<file path="config.mk">
export PLATFORM = sky130hd
export DESIGN_NAME = krl_cell
export DESIGN_NICKNAME = d
export VERILOG_FILES = /design/src/sv/keyed_rate_limiter_lockout_unit_assert.svh /design/src/sv/krl_pkg.sv /design/src/sv/krl_cell.sv
export SDC_FILE = /design/constraint.sdc
export NUM_CORES = 1
export LEC_CHECK = 0
export ABC_AREA = 1
export CORE_MARGIN = 8
export CORE_UTILIZATION = 35
export CTS_BUF_LIST = sky130_fd_sc_hd__clkbuf_8
export DETAILED_ROUTE_END_ITERATION = 8
export DONT_BUFFER_PORTS = 1
export GPL_TIMING_DRIVEN = 0
export PLACE_DENSITY_LB_ADDON = 0.3
export SLEW_MARGIN = 10
export SYNTH_ARGS = -nofsm -noshare
export SYNTH_HDL_FRONTEND = slang
export SYNTH_SLANG_ARGS = --single-unit
</file>
<file path="constraint.sdc">
create_clock -name i_clk -period 6.55 [get_ports i_clk]
set_input_delay 1.31 -clock i_clk [delete_from_list [all_inputs] [get_ports i_clk]]
set_output_delay 1.31 -clock i_clk [all_outputs]
set_load 0.005 [all_outputs]
</file>
<file path="src/sv/keyed_rate_limiter_lockout_unit_assert.svh">
// Assertion macros for the keyed rate limiter lockout unit.
// Uses i_clk and i_rst_n of the including module.
`ifndef KEYED_RATE_LIMITER_LOCKOUT_UNIT_ASSERT_SVH
`define KEYED_RATE_LIMITER_LOCKOUT_UNIT_ASSERT_SVH

// same-cycle implication
`define KRL_ASSERT_NOW(name, ante, cons) \
    name: assert property (@(posedge i_clk) disable iff (!i_rst_n) (ante) |-> (cons)) \
        else $error("krl assertion failed");

// next-cycle implication
`define KRL_ASSERT_NEXT(name, ante, cons) \
    name: assert property (@(posedge i_clk) disable iff (!i_rst_n) (ante) |=> (cons)) \
        else $error("krl assertion failed");

`endif

</file>
<file path="src/sv/krl_pkg.sv">
// Shared types and constants of the keyed rate limiter lockout unit.
// No dependencies.
package krl_pkg;

    typedef enum logic [1:0] {
        ACT_CHECK = 2'd0,
        ACT_RESET = 2'd1,
        ACT_QUERY = 2'd2,
        ACT_SWEEP = 2'd3
    } t_action;

    localparam logic [1:0] REG_MAX_ATTEMPTS = 2'd0;
    localparam logic [1:0] REG_WINDOW       = 2'd1;
    localparam logic [1:0] REG_BLOCK        = 2'd2;
    localparam logic [1:0] REG_IDLE         = 2'd3;

    localparam logic [7:0]  DEF_MAX_ATTEMPTS = 8'd5;
    localparam logic [31:0] DEF_WINDOW       = 32'd900;   // 15 minutes
    localparam logic [31:0] DEF_BLOCK        = 32'd3600;  // 1 hour
    localparam logic [31:0] DEF_IDLE         = 32'd86400; // 24 hours

    localparam logic [8:0] CNT_MAX = 9'd511;

    typedef struct packed {
        logic [7:0]  max_attempts;
        logic [31:0] window_seconds;
        logic [31:0] block_seconds;
        logic [31:0] idle_seconds;
    } t_cfg;

    // request token moving down the cell row
    typedef struct packed {
        logic        vld;
        logic        ins;      // second pass: place a new key
        logic        done;     // new key placed
        t_action     action;
        logic [31:0] key;
        logic        found;
        logic        allowed;
        logic [8:0]  cnt;
        logic        blk;
    } t_tok;

endpackage

</file>
<file path="src/sv/krl_cell.sv">
// One table entry of the rate limiter plus its stage of the token row.
// Depends on krl_pkg.
module krl_cell #(
    parameter int TIME_BITS = 32
) (
    input  logic                 i_clk,
    input  logic                 i_rst_n,
    input  krl_pkg::t_cfg        i_cfg,
    input  krl_pkg::t_tok        i_tok,
    input  logic [TIME_BITS-1:0] i_now,
    output krl_pkg::t_tok        o_tok,
    output logic [TIME_BITS-1:0] o_now
);
    import krl_pkg::*;

    localparam int CMPW = TIME_BITS + 33;

    logic                 r_valid, n_valid;
    logic [31:0]          r_key, n_key;
    logic [TIME_BITS-1:0] r_ws, n_ws;
    logic [TIME_BITS-1:0] r_lat, n_lat;
    logic [8:0]           r_cnt, n_cnt;
    logic                 r_blk, n_blk;
    logic [TIME_BITS-1:0] r_bend, n_bend;
    t_tok                 r_tok, n_tok;
    logic [TIME_BITS-1:0] r_now;

    logic                 w_match, w_expired, w_blk1, w_win_over, w_idle_over;
    logic [TIME_BITS-1:0] w_el_win, w_el_idle, w_bend_sat;
    logic [CMPW-1:0]      w_sum;
    logic [8:0]           w_cnt1, w_cnt_inc;

    always_comb begin
        w_match     = r_valid && (r_key == i_tok.key);
        w_el_win    = (i_now > r_ws) ? (i_now - r_ws) : '0;
        w_el_idle   = (i_now > r_lat) ? (i_now - r_lat) : '0;
        w_win_over  = CMPW'(w_el_win) > CMPW'(i_cfg.window_seconds);
        w_idle_over = CMPW'(w_el_idle) > CMPW'(i_cfg.idle_seconds);
        w_sum       = CMPW'(i_now) + CMPW'(i_cfg.block_seconds);
        w_bend_sat  = (|w_sum[CMPW-1:TIME_BITS]) ? '1 : w_sum[TIME_BITS-1:0];
        w_expired   = r_blk && (i_now > r_bend);
        w_blk1      = r_blk && !w_expired;
        w_cnt1      = w_expired ? 9'd0 : r_cnt;
        w_cnt_inc   = (w_cnt1 == CNT_MAX) ? w_cnt1 : w_cnt1 + 9'd1;
    end

    always_comb begin
        n_valid = r_valid;
        n_key   = r_key;
        n_ws    = r_ws;
        n_lat   = r_lat;
        n_cnt   = r_cnt;
        n_blk   = r_blk;
        n_bend  = r_bend;
        n_tok   = i_tok;
        if (i_tok.vld) begin
            if (!i_tok.ins) begin
                unique case (i_tok.action)
                    ACT_CHECK: begin
                        if (w_match) begin
                            n_tok.found = 1'b1;
                            n_blk       = w_blk1;
                            n_cnt       = w_cnt1;
                            if (w_blk1) begin
                                n_tok.allowed = 1'b0;
                            end else if (w_win_over) begin
                                n_ws          = i_now;
                                n_lat         = i_now;
                                n_cnt         = 9'd1;
                                n_tok.allowed = 1'b1;
                            end else begin
                                n_cnt = w_cnt_inc;
                                n_lat = i_now;
                                if (w_cnt_inc > {1'b0, i_cfg.max_attempts}) begin
                                    n_blk         = 1'b1;
                                    n_bend        = w_bend_sat;
                                    n_tok.allowed = 1'b0;
                                end else begin
                                    n_tok.allowed = 1'b1;
                                end
                            end
                            n_tok.cnt = n_cnt;
                            n_tok.blk = n_blk;
                        end
                    end
                    ACT_RESET: begin
                        if (w_match) begin
                            n_tok.found = 1'b1;
                            n_valid     = 1'b0;
                        end
                    end
                    ACT_QUERY: begin
                        if (w_match) begin
                            n_tok.found = 1'b1;
                            n_tok.cnt   = r_cnt;
                            n_tok.blk   = r_blk;
                        end
                    end
                    ACT_SWEEP: begin
                        if (r_valid && w_idle_over) begin
                            n_valid = 1'b0;
                        end
                    end
                    default: ;
                endcase
            end else if (!i_tok.done && !r_valid) begin
                n_valid    = 1'b1;
                n_key      = i_tok.key;
                n_ws       = i_now;
                n_lat      = i_now;
                n_cnt      = 9'd1;
                n_blk      = 1'b0;
                n_bend     = '0;
                n_tok.done = 1'b1;
                n_tok.cnt  = 9'd1;
            end
        end
    end

    always_ff @(posedge i_clk) begin
        if (!i_rst_n) begin
            r_valid <= 1'b0;
            r_tok   <= '0;
        end else begin
            r_valid <= n_valid;
            r_tok   <= n_tok;
        end
    end

    always_ff @(posedge i_clk) begin
        r_key  <= n_key;
        r_ws   <= n_ws;
        r_lat  <= n_lat;
        r_cnt  <= n_cnt;
        r_blk  <= n_blk;
        r_bend <= n_bend;
        r_now  <= i_now;
    end

    assign o_tok = r_tok;
    assign o_now = r_now;

endmodule

</file>
==> impl_metrics.csv <==
group,metric,value,unit
run_status,outcome,"complete, no violations",
global_route,grt_start_max_net_pins,33,
timing,fin_crit,6.17,ns
timing,rsz0062_at_grt,"no",
clock_tree,clkLatencyLatePin,0.60,ns
setup_path,cp_data_arrival_time,6.45,ns
clock_tree,cts-buffers-inserted,42,
logic_synthesis,syn_area_per_cell,7.97,sq um
detailed_routing,first_pass_iters,5,
clock_tree,cts_tree,"yes",
floorplan,die_w,230,microns
power_and_ir_drop,leakagePower,0.00858,uW
worst_hold_path,hp-class,"flop to flop",
timing,worstMarginPinSlew,1.06,ns
global_route,grt_pass1_vias,13400,
timing,max_freq,162,MHz
logic_synthesis,yosysMostFrequentCell,"nand2_1",
global_route,grt_overflow,0,
logic_synthesis,syn_nets,2399,
setup_path,cp-start-kind,"primary input",
floorplan,core_area,45200,sq um
logic_synthesis,yosysTopAreaCellShare,26.0,%
logic_synthesis,synth_xor_area_share,4.28,%
detailed_routing,ant_nets,0,
setup_path,critical_path.top_delay_family,"simple AND/OR/NAND/NOR gates",
setup_path,endpoint_kind,"flop",
logic_synthesis,synth-edff-count,138,
timing,maxSlewViolCount,0,
timing,hold_ws,0.557,ns
setup_path,critPathBufInv,4,
logic_synthesis,synth_top_family_by_area,"simple AND/OR/NAND/NOR gates",
setup_path,r2r_slack,0.96,ns
detailed_routing,drc_errors,0,
logic_synthesis,ys_ff_latch,220,
timing,skew,0.0353,ns
logic_synthesis,yosysWarnings,0,
logic_synthesis,yosysTopAreaCell,"edfxtp_1",
detailed_routing,vias,13200,
placed_design,hpwl,38200,microns
timing,slew-limit-headroom,28.7,%
floorplan,rows,78,
logic_synthesis,ys_top_cells_by_count,"nand2_1 (383), inv_1 (355), ha_1 (205)",
setup_path,worstPathRequired,6.82,ns
timing,setup_violations,0,
power_and_ir_drop,power.density,210,nW/um^2
detailed_routing,viasPerCell,4.92,
logic_synthesis,async_reset_ff_share,0,%
clock_tree,cts_resized,0,
floorplan,die_h,230,microns
logic_synthesis,synthTopCellsByArea,"edfxtp_1 (26%), ha_1 (16%), dfxtp_1 (10%)",
floorplan,ios,268,
timing,final-hold-violation-count,0,
clock_tree,ctsLongestPathBuffers,3,
logic_synthesis,synth_cell_types,58,
floorplan,dieArea,52700,sq um
floorplan,start_util,35.3,%
global_route,antenna_found_initial,8,
logic_synthesis,synthMuxAreaShare,0,%
clock_tree,cts-root-buf,"clkbuf_8",
power_and_ir_drop,peakVddDrop,167,uV
job,max_cap_violations,0,
layout,area_growth,10.9,%
clock_tree,cts_max_level,2,
timing,finalCritPeriodShare,94.3,%
logic_synthesis,synth_compound_area_share,14.2,%
placed_design,place.gp.congestion,0.905,
setup_path,max_stage_delay,0.49,ns
global_route,grt_first_pass_wirelength,70800,microns
global_route,track_usage,16.9,%
layout,fin_nets,2449,
detailed_routing,drt-initial-drc-count,752,
setup_path,cp_max_fo,20,
setup_path,crit_type,"primary input to flop",
setup_path,cpMaxStageDelayCell,"a21oi_4",
logic_synthesis,synthAdderAreaFrac,16.4,%
clock_tree,clk_pin_slew,0.07,ns
logic_synthesis,netlist_area,16000,sq um
timing,fin_tns_setup,0,ns
logic_synthesis,yosys_most_used_dff,"edfxtp_1",
logic_synthesis,synth-simple-area-share,19.7,%
placed_design,io_buffers,0,
layout,final_core_utilization,39.2,%
layout,drive_gt1_share,7.33,%
clock_tree,cts_hold_buf,0,
logic_synthesis,syn_inst,2004,
setup_path,crit_top_cell,"nand2_1",
clock_tree,cts.sinks,220,
detailed_routing,drt-total-wl,46000,microns
detailed_routing,wl_per_cell,17.1,microns
logic_synthesis,synth-seq-area-share,36.2,%
-- cells by family (layout without fill, tap and decap cells) --
logic type	after synthesis	after routing
AND/OR/NAND/NOR	724	724
AO/OA/AOI/OAI	388	388
buffers and inverters	386	470
flip-flops	220	220
adder cells (fa/ha/maj)	208	208
XOR/XNOR	78	78
other	0	3
-- what timing repair did --
item / CTS / global route
setup buffers: 1 / 2
endpoints found under the setup margin: 19 / 45
pin swaps: 1 / 2
-- cell type report --
class	instances	area (sq um)
repair buffers	6	110
inverters	364	1370
clock buffers	46	633
clock inverters	32	198
multi-input cells	1398	8750
flip-flops and latches	220	5790
fillers	4649	27500
plain buffers	22	103
well taps	600	751
diodes	3	7.51
-- registers in the layout (all words and copies together), names as in the netlist --
name and count:
o_tok 49, r_key 32, o_now 32, r_ws 32, r_bend 32, r_lat 32, r_blk 1, r_valid 1
r_cnt 9
-- cell usage in the layout, fill, tap and decap left out, types with 8 or more instances in the layout --
cell type	netlist	routed
a21o_1	11	11
a21oi_1	188	187
a21oi_2	9	9
a31oi_1	10	9
clkbuf_1	13	13
clkbuf_8	0	46
clkinv_1	2	8
dfxtp_1	82	82
edfxtp_1	138	138
ha_1	205	205
inv_1	355	369
nand2_1	383	383
nand2_2	9	9
nand3_1	41	41
nand4_1	32	32
nor2_1	170	169
nor3_1	21	21
nor4_1	16	16
o211ai_1	8	8
o21a_1	11	11
o21ai_0	58	58
o21ai_1	38	38
o21ai_2	12	12
or2_2	19	19
xnor2_1	40	40
xor2_1	38	38
-- power breakdown --
| group | total [uW] | leakage, uW | switching [uW] | internal (uW) |
|---|---|---|---|---|
| clock | 1360 | 0.000484 | 628 | 730 |
| combinational | 790 | 0.00615 | 488 | 302 |
| sequential | 1570 | 0.00195 | 27.8 | 1540 |
| total | 3710 | 0.00858 | 1140 | 2570 |
-- tightest hold or removal path, delay by kind of cell, from the launching register on --
family | cells | cell delay (ns)
and+or+nand+nor | 2 | 0.14
DFF | 1 | 0.37
-- per-layer routing --
metal | share of wire, % | GRT usage, % | vias to the layer above
met5 | 0.13 | 0 | -
met4 | 2.9 | 5.50 | 10
met3 | 7.8 | 5.50 | 88
met2 | 48 | 29.7 | 369
met1 | 41 | 19.1 | 5970
li1 | - | - | 6796
-- stage by stage --
stage / cell area (sq um) / total power [uW] / setup WS [ns] / cells
2_1_floorplan: 16000 / 2190 / 0.0589 / 2004
3_3_place_gp: 16700 / 2360 / -1.74 / 2604
3_5_place_dp: 16800 / 2380 / -0.692 / 2607
4_1_cts: 17700 / 3770 / 0.210 / 2686
5_1_grt: 17700 / 3940 / 0.00996 / 2690
6_report: 17700 / 3710 / 0.376 / 2691
-- final timing paths --
kind | start | end | cells past startpoint
max | i_now[0] | r_ws[30] | 27
min | r_valid | r_valid | 2
max reg2reg | r_ws[0] | r_ws[30] | 26
min reg2reg | r_valid | r_valid | 2
Power figures use the tool's default switching activity.
